$ cat src/swh_pkg.sv
// Shared constants, types and hash helpers for the string word hash index block.
// No dependencies; used by the interfaces and by string_word_hash_index_top.
package swh_pkg;

  localparam int WordBits = 32;
  localparam int ByteBits = 8;
  localparam int OutBits  = 12;
  localparam int CntBits  = 2;

  typedef logic [WordBits-1:0] word_t;
  typedef logic [ByteBits-1:0] byte_t;
  typedef logic [OutBits-1:0]  index_t;
  typedef logic [CntBits-1:0]  cnt_t;

  localparam cnt_t WordFullCnt = cnt_t'(3);

  function automatic word_t sext_byte(input byte_t b);
    return {{(WordBits-ByteBits){b[ByteBits-1]}}, b};
  endfunction

  function automatic word_t fold_word(input word_t v);
    return v ^ (v >> 3);
  endfunction

  function automatic word_t mix_hash(input word_t h);
    return (h + (h >> 11)) + ((h >> 13) + (h >> 23));
  endfunction

endpackage

$ cat src/swh_in_if.sv
// Input channel carrying one string byte and its last-byte mark per request.
// Depends on swh_pkg.
interface swh_in_if;
  logic           valid;
  logic           ready;
  swh_pkg::byte_t data_byte;
  logic           last_byte;

  modport source (output valid, output data_byte, output last_byte, input ready);
  modport sink (input valid, input data_byte, input last_byte, output ready);
endinterface

$ cat src/swh_out_if.sv
// Result channel carrying one bucket index per request.
// Depends on swh_pkg.
interface swh_out_if;
  logic            valid;
  logic            ready;
  swh_pkg::index_t bucket_index;

  modport source (output valid, output bucket_index, input ready);
  modport sink (input valid, input bucket_index, output ready);
endinterface

$ cat src/string_word_hash_index_top.sv
// String word hash index: hashes a byte stream into a table bucket index.
// Depends on swh_pkg, swh_in_if and swh_out_if.
//
// One byte is taken per cycle while the result channel does not hold the
// pipeline, with no gaps needed between strings. Each byte passes an input
// register, a state update stage that folds bytes into words and sums them,
// and a mixing stage that drives the result register. Only the last byte of a
// string produces a request on the result channel. A stalled result holds the
// pipeline stages behind it only as they fill.
module string_word_hash_index_top #(
  parameter int INDEX_BITS = 12
) (
  input  logic          clk,
  input  logic          rst_n,
  swh_in_if.sink        in_if,
  swh_out_if.source     out_if
);

  localparam int KeepBits = (INDEX_BITS < swh_pkg::OutBits) ? INDEX_BITS : swh_pkg::OutBits;
  localparam swh_pkg::index_t IdxMask = ~(swh_pkg::index_t'('1) << KeepBits);

  logic            a_valid_r;
  swh_pkg::byte_t  a_byte_r;
  logic            a_last_r;

  logic            b_valid_r;
  swh_pkg::word_t  h_r;

  logic            c_valid_r;
  swh_pkg::index_t c_index_r;

  swh_pkg::word_t  acc_r;
  swh_pkg::word_t  acc_nxt;
  swh_pkg::word_t  wb_r;
  swh_pkg::word_t  wb_nxt;
  swh_pkg::cnt_t   cnt_r;
  swh_pkg::cnt_t   cnt_nxt;
  swh_pkg::word_t  wb_new;
  swh_pkg::word_t  h_nxt;
  swh_pkg::word_t  mixed;

  logic c_load;
  logic b_load;
  logic a_load;

  assign c_load = b_valid_r && (!c_valid_r || out_if.ready);
  assign b_load = a_valid_r && (!b_valid_r || c_load);
  assign a_load = in_if.valid && in_if.ready;

  assign in_if.ready = !a_valid_r || b_load;

  always_comb begin
    wb_new  = (wb_r << 8) + swh_pkg::sext_byte(a_byte_r);
    h_nxt   = acc_r + swh_pkg::fold_word(wb_new);
    acc_nxt = acc_r;
    wb_nxt  = wb_new;
    cnt_nxt = cnt_r + swh_pkg::cnt_t'(1);
    if (cnt_r == swh_pkg::WordFullCnt) begin
      acc_nxt = h_nxt;
      wb_nxt  = '0;
      cnt_nxt = '0;
    end
    if (a_last_r) begin
      acc_nxt = '0;
      wb_nxt  = '0;
      cnt_nxt = '0;
    end
  end

  assign mixed = swh_pkg::mix_hash(h_r);

  always_ff @(posedge clk) begin
    if (!rst_n) begin
      a_valid_r <= 1'b0;
      b_valid_r <= 1'b0;
      c_valid_r <= 1'b0;
      acc_r     <= '0;
      wb_r      <= '0;
      cnt_r     <= '0;
    end else begin
      if (in_if.ready) begin
        a_valid_r <= in_if.valid;
      end
      if (b_load) begin
        acc_r <= acc_nxt;
        wb_r  <= wb_nxt;
        cnt_r <= cnt_nxt;
      end
      if (!b_valid_r || c_load) begin
        b_valid_r <= b_load && a_last_r;
      end
      if (!c_valid_r || out_if.ready) begin
        c_valid_r <= b_valid_r;
      end
    end
  end

  always_ff @(posedge clk) begin
    if (a_load) begin
      a_byte_r <= in_if.data_byte;
      a_last_r <= in_if.last_byte;
    end
    if (b_load && a_last_r) begin
      h_r <= h_nxt;
    end
    if (c_load) begin
      c_index_r <= mixed[swh_pkg::OutBits-1:0] & IdxMask;
    end
  end

  assign out_if.valid        = c_valid_r;
  assign out_if.bucket_index = c_index_r;

  a_clear_on_last: assert property (@(posedge clk) disable iff (!rst_n)
    b_load && a_last_r |=> (cnt_r == '0) && (wb_r == '0) && (acc_r == '0))
    else $error("state not cleared after last byte");

  a_count_step: assert property (@(posedge clk) disable iff (!rst_n)
    b_load && !a_last_r && (cnt_r != swh_pkg::WordFullCnt)
      |=> cnt_r == $past(cnt_r) + swh_pkg::cnt_t'(1))
    else $error("byte count did not advance");

  a_empty_ready: assert property (@(posedge clk) disable iff (!rst_n)
    !a_valid_r |-> in_if.ready)
    else $error("input stalled with empty input register");

  a_hold_hash: assert property (@(posedge clk) disable iff (!rst_n)
    b_valid_r && !c_load |=> b_valid_r && $stable(h_r))
    else $error("pending hash lost while stalled");

endmodule

$ cat src/flat_wrapper.sv
// flat-port wrapper written by rule: the top's interface ports become plain ports
module string_word_hash_index_top_flat 
#(
  parameter int INDEX_BITS = 12
)
  (clk, rst_n, in_if_valid, in_if_data_byte, in_if_last_byte, in_if_ready, out_if_valid, out_if_bucket_index, out_if_ready);
  swh_in_if in_if_i ();
  swh_out_if out_if_i ();
  input  logic clk;
  input  logic rst_n;
  input wire logic [$bits(in_if_i.valid)-1:0] in_if_valid;
  input wire logic [$bits(in_if_i.data_byte)-1:0] in_if_data_byte;
  input wire logic [$bits(in_if_i.last_byte)-1:0] in_if_last_byte;
  output wire logic [$bits(in_if_i.ready)-1:0] in_if_ready;
  output wire logic [$bits(out_if_i.valid)-1:0] out_if_valid;
  output wire logic [$bits(out_if_i.bucket_index)-1:0] out_if_bucket_index;
  input wire logic [$bits(out_if_i.ready)-1:0] out_if_ready;
  assign in_if_i.valid = in_if_valid;
  assign in_if_i.data_byte = in_if_data_byte;
  assign in_if_i.last_byte = in_if_last_byte;
  assign in_if_ready = in_if_i.ready;
  assign out_if_valid = out_if_i.valid;
  assign out_if_bucket_index = out_if_i.bucket_index;
  assign out_if_i.ready = out_if_ready;
  string_word_hash_index_top #(.INDEX_BITS(INDEX_BITS)) u_core (.clk(clk), .rst_n(rst_n), .in_if(in_if_i), .out_if(out_if_i));
endmodule
$ cat config.mk
export PLATFORM = sky130hd
export DESIGN_NAME = string_word_hash_index_top_flat
export DESIGN_NICKNAME = d
export VERILOG_FILES = /design/src/swh_pkg.sv /design/src/swh_in_if.sv /design/src/swh_out_if.sv /design/src/string_word_hash_index_top.sv /design/src/flat_wrapper.sv
export SDC_FILE = /design/constraint.sdc
export NUM_CORES = 1
export LEC_CHECK = 0
export BUFFER_PORTS_ARGS = -buffer_cell sky130_fd_sc_hd__buf_4
export CORE_ASPECT_RATIO = 1.5
export CORE_MARGIN = 4
export CORE_UTILIZATION = 57
export CTS_CLUSTER_DIAMETER = 150
export DETAILED_ROUTE_END_ITERATION = 8
export HOLD_SLACK_MARGIN = 0.15
export PLACE_DENSITY = 0.85
export SKIP_CTS_REPAIR_TIMING = 1
export SLEW_MARGIN = 20
export SYNTH_ARGS = -nofsm -noshare
export SYNTH_HDL_FRONTEND = slang
export SYNTH_SLANG_ARGS = --single-unit
$ cat constraint.sdc
create_clock -name clk -period 4.9 [get_ports clk]
set_input_delay 0.98 -clock clk [delete_from_list [all_inputs] [get_ports clk]]
set_output_delay 0.98 -clock clk [all_outputs]
set_load 0.01 [all_outputs]
==> results of run 1 <==
## registers in the layout, indices dropped and copies added, names as in the netlist
register,flops
u_core.acc_r,32
u_core.out_if.bucket_index,12
u_core.out_if.valid,1
u_core.wb_r,24
u_core.a_byte_r,8
u_core.cnt_r,2
u_core.h_r,32
u_core.a_last_r,1
u_core.a_valid_r,1
u_core.b_valid_r,1
## layer usage
metal  GRT usage  vias to the layer above  share of wire
met1       0.261                     2810           0.37
met2       0.448                      196           0.54
li1            -                     2717              -
met5           0                        -              0
met4       0.122                        0          0.045
met3      0.0380                       58          0.042
## cell families (layout without fill, tap and decap cells)
family,after synthesis,in the layout
simple gates,154,154
flops,114,114
compound gates,220,220
xor+xnor,93,93
fa+ha+maj,92,92
buf+inv,43,96
## area by class of cell
cell class	count	area, µm²
fillers	920	4240
flip-flops and latches	114	2810
multi-input cells	559	4590
well taps	159	199
inverters	24	90.1
clock buffers	17	425
clock inverters	15	230
repair buffers	40	304
## worst min-delay path, delay by kind of cell (launching register included)
| kind | cells | cell delay, ns |
|---|---|---|
| flops | 1 | 0.32 |
| simple gates | 2 | 0.11 |
## report_power, final
part           switching (mW)  leakage [nW]  total, mW  internal, mW
Sequential             0.0462         0.985       1.16          1.11
Combinational           0.633          2.28       1.08         0.452
Clock                   0.479         0.310       1.39         0.907
Total                    1.16          3.58       3.63          2.47
## path summary, 6_finish.rpt
path,startpoint,end,slack (ns),cells past startpoint
setup / recovery,u_core.a_byte_r[7]$_DFFE_PP_,u_core.h_r[31]$_DFFE_PP_,0.16,18
hold / removal,u_core.wb_r[22]$_SDFFE_PN0P_,u_core.wb_r[22]$_SDFFE_PN0P_,0.47,2
setup reg to reg,u_core.a_byte_r[7]$_DFFE_PP_,u_core.h_r[31]$_DFFE_PP_,0.16,18
hold reg to reg,u_core.wb_r[22]$_SDFFE_PN0P_,u_core.wb_r[22]$_SDFFE_PN0P_,0.47,2
## cell usage in the layout, fill, tap and decap left out, types with 6 or more instances in the layout
cell / n
sky130_fd_sc_hd__o21ai_1: 10
sky130_fd_sc_hd__a211oi_1: 6
sky130_fd_sc_hd__fa_1: 22
sky130_fd_sc_hd__buf_4: 39
sky130_fd_sc_hd__a21o_1: 24
sky130_fd_sc_hd__and3_1: 9
sky130_fd_sc_hd__nand2b_1: 6
sky130_fd_sc_hd__xor2_1: 41
sky130_fd_sc_hd__clkbuf_16: 17
sky130_fd_sc_hd__dfxtp_1: 61
sky130_fd_sc_hd__xnor2_1: 49
sky130_fd_sc_hd__a21oi_1: 50
sky130_fd_sc_hd__inv_1: 23
sky130_fd_sc_hd__and2_1: 8
sky130_fd_sc_hd__nand3_1: 13
sky130_fd_sc_hd__a22o_1: 14
sky130_fd_sc_hd__nand4_1: 6
sky130_fd_sc_hd__a22oi_1: 35
sky130_fd_sc_hd__a31oi_1: 6
sky130_fd_sc_hd__nor2b_1: 43
sky130_fd_sc_hd__o21ai_0: 25
sky130_fd_sc_hd__nor2_1: 18
sky130_fd_sc_hd__edfxtp_1: 53
sky130_fd_sc_hd__ha_1: 67
sky130_fd_sc_hd__nand2_1: 36
sky130_fd_sc_hd__o21bai_1: 7
## per-stage QoR
stage / instance area [µm²] / power, mW / util / hold slack, ns
2_1_floorplan: 7480 / 1.96 / - / 0.438
3_3_place_gp: 7890 / 2.16 / 0.612 / 0.460
3_5_place_dp: 7890 / 2.22 / 0.612 / 0.468
4_1_cts: 8540 / 3.61 / 0.663 / 0.477
5_1_grt: 8650 / 3.79 / 0.671 / 0.515
6_report: 8650 / 3.63 / 0.671 / 0.471
==> results.toml, run 1 <==
[status]
run_status = "complete, no violations"

[floorplan]
design.die.area_um2 = 15100
die_height_um = 148
design.core.area_um2 = 12900
fp-row-count = 51
boundaryPins = 27
floorplan.initialDensity = 0.580
die_width_um = 102

[timing]
max_slew_margin = 0.258
setup_total_negative_slack_ns = 0
unrepaired_setup_endpoints_after_global_routing = "true"
finalCriticalPeriod_ns = 4.74
setup-violations-final = 0
final_period_util = 0.967
clock-skew-final_ns = 0.00888
timing_hold_violations_final = 0
worst_pin_slew_ns = 1.11
timing_max_transition_violations_final = 0
final.setup.worst_slack_ns = 0.160
maximum_clock_frequency_mhz = 211

[setup_path]
worstPathRequired_ns = 5.07
setup_cp_type = "flop to flop"
worstPathArrival_ns = 4.91
crit_top_cell = "sky130_fd_sc_hd__and3_1"
crit_slowest_cell = "sky130_fd_sc_hd__edfxtp_1"
worst-path-max-fanout = 7
cp_cell_sequence = "ha_2, fa_1, a21oi_2, o21ai_2, a41o_1, nand2_1, o21ai_0, a21oi_1, xnor2_1, xor2_1, ha_1, and3_1, and3_1, and3_1, a221o_1, a211oi_2, xnor2_2, xnor2_1"
critical-path-max-stage-delay_ns = 0.51
cp_num_buf_inv = 0
timing.critical_path.to_type = "flop"
critical-path-top-delay-family = "compound AO/OA/AOI/OAI gates"
critPathLaunchType = "flop"

[synth]
syn-num-nets = 821
synth_async_sr_flop_share = 0
post_synthesis_cell_area_um2 = 7480
ys_ff_latch = 114
yosysTopAreaCell = "sky130_fd_sc_hd__edfxtp_1"
synthesis.area_per_instance_um2 = 10.4
post-synth-top-count-cell = "sky130_fd_sc_hd__ha_1"
ys_warn_count = 0
synthesized_area_fraction_occupied_by_ao_oa_aoi_and_oai_cells = 0.208
synth-simple-area-share = 0.108
ys_types = 54
ys_seq_area_frac = 0.376
dominantRegCellSynth = "sky130_fd_sc_hd__dfxtp_1"
synth.mux.area_fraction = 0
synthesis.instances = 716
post_synth_xor_area_fraction = 0.110
number_of_enable_flip_flop_cells_after_synthesis = 53
synthTopCellsByCount = "70 x sky130_fd_sc_hd__ha_1, 61 x sky130_fd_sc_hd__dfxtp_1, 53 x sky130_fd_sc_hd__a21oi_1, 53 x sky130_fd_sc_hd__edfxtp_1, 51 x sky130_fd_sc_hd__xnor2_1"
synth_area_leaders = "sky130_fd_sc_hd__edfxtp_1 21%, sky130_fd_sc_hd__dfxtp_1 16%, sky130_fd_sc_hd__ha_1 12%"
synthDominantCellAreaShare = 0.213
largest_family_of_logic_cells_by_synthesized_area = "compound AO/OA/AOI/OAI gates"
synthAdderAreaFrac = 0.176

[drt]
drt_drc_violations_left = 0
detailroute.via_count = 5781
wirelength_mm = 17.8
wl_per_cell_um = 19.2
drt_pre_antenna_iters = 5
vias_per_cell = 6.23
drt_iter0_markers = 445
antenna_violating_nets_post_route = 0

[final_layout]
antenna-diode-count = 0
final_layout_size_suffix_gt1_frac = 0.134
area_delta_synth_final_pct = 15.6
nNetsFinal = 861
layoutNonFillerInstCount = 928

[clocking]
cts_sinks = 114
insertion_delay_ns = 0.42
h_tree_level_count = 4
clock_transition_at_the_registers_of_the_reported_paths_ns = 0.06
clk_path_buf_depth = 2
cts_made_buffers = 17
tritoncts = "yes"
cts-root-buf = "sky130_fd_sc_hd__clkbuf_16"

[global_routing]
maximum_number_of_pins_on_one_net_before_global_route_repair = 50
grtUsageTotal = 0.243
grt_first_pass_wirelength_mm = 28.5
remaining_overflow_grt = 0
antenna_found_initial = 0
via_count_of_the_first_global_routing_pass = 5901

[power]
worst_ir_drop_vdd_uv = 268
p_leak_nw = 3.58
power_density_nw_per_um2 = 420

[min_path]
hold_path.class = "flop to flop"

[place]
numPlacedInstances = 893
weighted_congestion_at_the_end_of_routability_driven_global_placement = 1.02
dpl.hpwl_mm = 13.1
setup_slack_at_placement_ns = 0.0771
portbufs = 26

[job]
drv_cap = 0
(Power assumes the default switching activity.)
==> run 2: changes to the inputs <==
--- a/config.mk
+++ b/config.mk
@@ -12,9 +12,9 @@
 export CTS_CLUSTER_DIAMETER = 150
 export DETAILED_ROUTE_END_ITERATION = 8
 export HOLD_SLACK_MARGIN = 0.15
+export MAX_ROUTING_LAYER = met4
 export PLACE_DENSITY = 0.85
 export SKIP_CTS_REPAIR_TIMING = 1
-export SLEW_MARGIN = 20
 export SYNTH_ARGS = -nofsm -noshare
 export SYNTH_HDL_FRONTEND = slang
 export SYNTH_SLANG_ARGS = --single-unit
==> run 2 against run 1 <==
Highest routed layer unchanged. Combinational power rose by 4%. Via count rose by 1.3%. Cell area fell by 0.35%. Register-to-register slack got worse by 0.03 ns. Critical endpoint unchanged. Largest power group unchanged.
==> results.toml, run 2 (same netlist as run 1, synthesis figures left out) <==
[place]
dpl.hpwl_mm = 13.4
portbufs = 26
weighted_congestion_at_the_end_of_routability_driven_global_placement = 1.05
detailed_place.area_um2 = 7900
setup_slack_at_placement_ns = 0.0748

[job]
drv_cap = 0

[power]
finalPower_mw = 3.44
worst_ir_drop_vdd_uv = 269
p_leak_nw = 3.57
power_density_nw_per_um2 = 399

[timing]
final_period_util = 0.974
final.setup.worst_slack_ns = 0.128
maximum_clock_frequency_mhz = 210
finalCriticalPeriod_ns = 4.77
max_slew_margin = 0.218
setup-violations-final = 0
timing_max_transition_violations_final = 0
setup_total_negative_slack_ns = 0
timing_hold_violations_final = 0
clock-skew-final_ns = 0.00806
worst_pin_slew_ns = 1.17

[final_layout]
mostFrequentLayoutCells = "67 x sky130_fd_sc_hd__ha_1, 61 x sky130_fd_sc_hd__dfxtp_1, 53 x sky130_fd_sc_hd__edfxtp_1, 50 x sky130_fd_sc_hd__a21oi_1, 47 x sky130_fd_sc_hd__xnor2_1"
antenna-diode-count = 0
multiInputGateArea_um2 = 4610
seqCellArea_um2 = 2810
final_layout_size_suffix_gt1_frac = 0.142
commonest_non_fill_non_tap_cell_in_the_layout = "sky130_fd_sc_hd__ha_1"
area_delta_synth_final_pct = 15.2
layout_top_registers = "u_core.acc_r x32, u_core.h_r x32, u_core.wb_r x24"
nNetsFinal = 866
filler_cells = 950
layout.cell_area.non_filler_um2 = 8620

[drt]
drt_pre_antenna_iters = 5
wirelength_mm = 18.5
antenna_violating_nets_post_route = 0
drt_drc_violations_left = 0
vias_per_cell = 6.28
detailroute.via_count = 5859
drt_iter0_markers = 435
wl_per_cell_um = 19.8

[global_routing]
grt_first_pass_wirelength_mm = 29.7
maximum_number_of_pins_on_one_net_before_global_route_repair = 50
remaining_overflow_grt = 0
grtUsageTotal = 0.260
antenna_found_initial = 0
via_count_of_the_first_global_routing_pass = 6211

[min_path]
hold_path.class = "flop to flop"

[status]
run_status = "complete, no violations"

[clocking]
cts-root-buf = "sky130_fd_sc_hd__clkbuf_16"
clk_path_buf_depth = 2
h_tree_level_count = 4
tritoncts = "yes"
insertion_delay_ns = 0.42
cts_sinks = 114
clock_transition_at_the_registers_of_the_reported_paths_ns = 0.06
cts_made_buffers = 17

[floorplan]
design.die.area_um2 = 15100
boundaryPins = 27
fp-row-count = 51
design.core.area_um2 = 12900
die_height_um = 148
floorplan.initialDensity = 0.580
die_width_um = 102

[setup_path]
timing.critical_path.to_type = "flop"
critPathLaunchType = "flop"
worstPathRequired_ns = 5.07
setup_cp_type = "flop to flop"
reg2reg_setup_slack_ns = 0.13
worstPathArrival_ns = 4.94
worst-path-max-fanout = 6
-- run 2: cell types whose count changed in the layout (fill, tap and decap cells not counted), sizes merged --
cell      previous run  this run
bufinv               5         1
clkinv               4         6
clkinvlp             3         5
buf                 40        45
-- run 2: cell type report --
| class | count | area share |
|---|---|---|
| Sequential cell | 114 | 0.326 |
| Clock inverter | 15 | 0.0157 |
| Inverter | 24 | 0.0105 |
| Clock buffer | 17 | 0.0494 |
| Tap cell | 159 | 0.0231 |
| Timing Repair Buffer | 45 | 0.0396 |
| Multi-Input combinational cell | 559 | 0.535 |
-- run 2: report_power, final --
group	leakage [nW]	switching (mW)	internal [mW]
clock	0.262	0.469	0.698
combinational	2.33	0.651	0.465
sequential	0.985	0.0464	1.11
total	3.57	1.17	2.27
-- run 2: per-stage QoR --
step           cells   util  hold slack (ns)
2_1_floorplan    716      -            0.438
3_3_place_gp     895  0.613            0.458
3_5_place_dp     895  0.613            0.461
4_1_cts          927  0.657            0.472
5_1_grt          933  0.669            0.493
6_report         933  0.669            0.472
-- run 2: layer usage --
| layer | share of wire | global-route usage | vias up |
|---|---|---|---|
| met5 | 0 | - | - |
| met1 | 0.36 | 0.266 | 2852 |
| li1 | - | - | 2730 |
| met3 | 0.043 | 0.0394 | 64 |
| met2 | 0.55 | 0.465 | 213 |
| met4 | 0.044 | 0.140 | 0 |
-- run 2: worst paths after layout --
check,from,to,cells after the start
max,u_core.a_byte_r[7]$_DFFE_PP_,u_core.h_r[31]$_DFFE_PP_,17
min,u_core.wb_r[22]$_SDFFE_PN0P_,u_core.wb_r[22]$_SDFFE_PN0P_,2
max reg2reg,u_core.a_byte_r[7]$_DFFE_PP_,u_core.h_r[31]$_DFFE_PP_,17
min reg2reg,u_core.wb_r[22]$_SDFFE_PN0P_,u_core.wb_r[22]$_SDFFE_PN0P_,2
-- run 2: worst max-delay path: stages (launching register included) --
cell and delay (ns):
sky130_fd_sc_hd__edfxtp_1 0.50, sky130_fd_sc_hd__ha_1 0.28, sky130_fd_sc_hd__fa_1 0.48, sky130_fd_sc_hd__a21oi_2 0.21, sky130_fd_sc_hd__o21ai_1 0.11, sky130_fd_sc_hd__a41o_1 0.32
sky130_fd_sc_hd__xor2_1 0.16, sky130_fd_sc_hd__buf_4 0.17, sky130_fd_sc_hd__xor2_1 0.16, sky130_fd_sc_hd__ha_1 0.38, sky130_fd_sc_hd__a21oi_1 0.27, sky130_fd_sc_hd__o21ai_0 0.17
sky130_fd_sc_hd__a211oi_2 0.27, sky130_fd_sc_hd__o21bai_1 0.09, sky130_fd_sc_hd__a221o_1 0.38, sky130_fd_sc_hd__a211oi_2 0.30, sky130_fd_sc_hd__xnor2_2 0.12, sky130_fd_sc_hd__xnor2_1 0.14
==> run 3: changes to the inputs <==
--- a/config.mk
+++ b/config.mk
@@ -6,7 +6,7 @@
 export NUM_CORES = 1
 export LEC_CHECK = 0
 export BUFFER_PORTS_ARGS = -buffer_cell sky130_fd_sc_hd__buf_4
-export CORE_ASPECT_RATIO = 1.5
+export CORE_ASPECT_RATIO = 1.25
 export CORE_MARGIN = 4
 export CORE_UTILIZATION = 57
 export CTS_CLUSTER_DIAMETER = 150
==> run 3 against run 2 <==
First-iteration DRC count decreased by 5.1%. Clock skew hardly changed. Count of clock-buffer cells in the layout did not move. Worst hold slack worse by 0.0035 ns. Core utilization grew 1.7 points. Die area down 0.18%. Flip-flop and latch count is the same. Largest cell class unchanged. Register-to-register slack hardly changed. Cell area increased by 1.7%. Non-clock buffer count up 11. Critical endpoint unchanged. Clock power increased by 4%.
==> results.toml, run 3 (same netlist as run 1, synthesis figures left out) <==
[status]
run_status = "complete, no violations"

[setup_path]
crit_slowest_cell = "sky130_fd_sc_hd__edfxtp_1"
worst_r2r_path_depth = 19
timing.critical_path.to_type = "flop"
worstPathArrival_ns = 4.93
cp_num_buf_inv = 3
crit_start = "u_core.a_byte_r[7]$_DFFE_PP_"
critical-path-max-stage-delay_ns = 0.45
worst-path-max-fanout = 18
critical-path-top-delay-family = "compound AO/OA/AOI/OAI gates"
critical_path_cell_count = 19
setup_cp_type = "flop to flop"
critPathLaunchType = "flop"
cp_cell_sequence = "buf_4, buf_6, ha_1, a21o_1, a21o_1, a21oi_1, o21ai_0, a31oi_4, o21ai_0, xor2_1, buf_4, xor2_1, ha_1, and3_1, and3_1, a221o_1, a211oi_2, xnor2_2, xnor2_1"
worstPathRequired_ns = 5.07
worstReg2RegStart = "u_core.a_byte_r[7]$_DFFE_PP_"

[final_layout]
commonest_non_fill_non_tap_cell_in_the_layout = "sky130_fd_sc_hd__ha_1"
filler_cells = 943
post-route-util = 0.686
multiInputGateArea_um2 = 4640
area_delta_synth_final_pct = 17.2
nNetsFinal = 877
seqCellArea_um2 = 2810
mostFrequentLayoutCells = "64 x sky130_fd_sc_hd__ha_1, 61 x sky130_fd_sc_hd__dfxtp_1, 55 x sky130_fd_sc_hd__buf_4, 53 x sky130_fd_sc_hd__edfxtp_1"
antenna-diode-count = 0
final_layout_size_suffix_gt1_frac = 0.158
layout_top_registers = "u_core.acc_r x32, u_core.h_r x32, u_core.wb_r x24"

[timing]
finalCriticalPeriod_ns = 4.76
setup-violations-final = 0
timing_max_transition_violations_final = 0
final.setup.worst_slack_ns = 0.141
max_slew_margin = 0.181
clock-skew-final_ns = 0.00771
final_period_util = 0.971
maximum_clock_frequency_mhz = 210
final.hold.worst_slack_ns = 0.469
timing_hold_violations_final = 0
worst_pin_slew_ns = 1.23

[drt]
antenna_violating_nets_post_route = 0
drt_drc_violations_left = 0
detailroute.via_count = 5942
drt_pre_antenna_iters = 5
wl_per_cell_um = 19.4
wirelength_mm = 18.5
drt_iter0_markers = 413
vias_per_cell = 6.24

[floorplan]
die_width_um = 110
fp-row-count = 46
design.die.area_um2 = 15000
floorplan.initialDensity = 0.585
boundaryPins = 27
design.core.area_um2 = 12800
die_height_um = 136

[clocking]
h_tree_level_count = 4
cts-root-buf = "sky130_fd_sc_hd__clkbuf_16"
cts_sinks = 114
clk_path_buf_depth = 2
cts_made_buffers = 17
clock_transition_at_the_registers_of_the_reported_paths_ns = 0.06
tritoncts = "yes"
insertion_delay_ns = 0.42

[global_routing]
grtUsageTotal = 0.248
antenna_found_initial = 0
via_count_of_the_first_global_routing_pass = 5854
remaining_overflow_grt = 0
grt_first_pass_wirelength_mm = 29.0
maximum_number_of_pins_on_one_net_before_global_route_repair = 50

[min_path]
min_path_cells = 2
hp-start = "u_core.wb_r[22]$_SDFFE_PN0P_"
hold_path.class = "flop to flop"

[job]
drv_cap = 0

[place]
portbufs = 26
dpl.hpwl_mm = 13.1
weighted_congestion_at_the_end_of_routability_driven_global_placement = 0.902
setup_slack_at_placement_ns = 0.0625

[power]
worst_ir_drop_vdd_uv = 261
power_density_nw_per_um2 = 402
p_leak_nw = 3.63
[run 3: cell count changes in the layout (fill, tap and decap cells not counted), moves of 2 or more]
cell,delta
sky130_fd_sc_hd__ha_1,-3
sky130_fd_sc_hd__clkinv_2,-2
sky130_fd_sc_hd__buf_4,+11
sky130_fd_sc_hd__ha_2,+2
sky130_fd_sc_hd__a21oi_1,-2
[run 3: metrics by stage]
step	TNS [ns]	instances	total power, mW	area [µm²]
after detailed placement	0	902	2.22	7900
after global routing	-0.276	953	3.69	8760
after global placement	0	902	2.17	7900
after CTS	0	934	3.45	8480
after floorplan	0	716	1.96	7480
final	0	953	3.52	8760
[run 3: worst paths after layout]
| check | endpoint | slack [ns] |
|---|---|---|
| max | u_core.h_r[31]$_DFFE_PP_ | 0.14 |
| max reg2reg | u_core.h_r[31]$_DFFE_PP_ | 0.14 |
| min reg2reg | u_core.wb_r[22]$_SDFFE_PN0P_ | 0.47 |
| min | u_core.wb_r[22]$_SDFFE_PN0P_ | 0.47 |
[run 3: metal layers]
layer	vias up	wire length, µm	track usage
met5	-	0	-
met1	2864	7320	0.280
met2	256	9220	0.419
met4	0	958	0.131
met3	79	1020	0.0485
li1	2743	-	-
[run 3: final cells by class]
type	count	share of cell area
multi-input cells	559	0.530
flip-flops and latches	114	0.321
clock buffers	17	0.0485
repair buffers	56	0.0484
well taps	168	0.0240
clock inverters	15	0.0181
inverters	24	0.0103
[run 3: report_power, final]
group          internal [mW]  total, mW  switching [mW]
registers               1.11       1.15          0.0445
logic                  0.482       1.15           0.667
clock network          0.750       1.22           0.471
total                   2.34       3.52            1.18
[run 3: worst reg2reg max path: cells and delay by family (launching register included)]
| family | cells | cell delay, ns |
|---|---|---|
| compound gates | 8 | 1.85 |
| xor+xnor | 4 | 0.75 |
| fa+ha+maj | 2 | 0.56 |
| buf+inv | 3 | 0.51 |
| flops | 1 | 0.45 |
| simple gates | 2 | 0.39 |
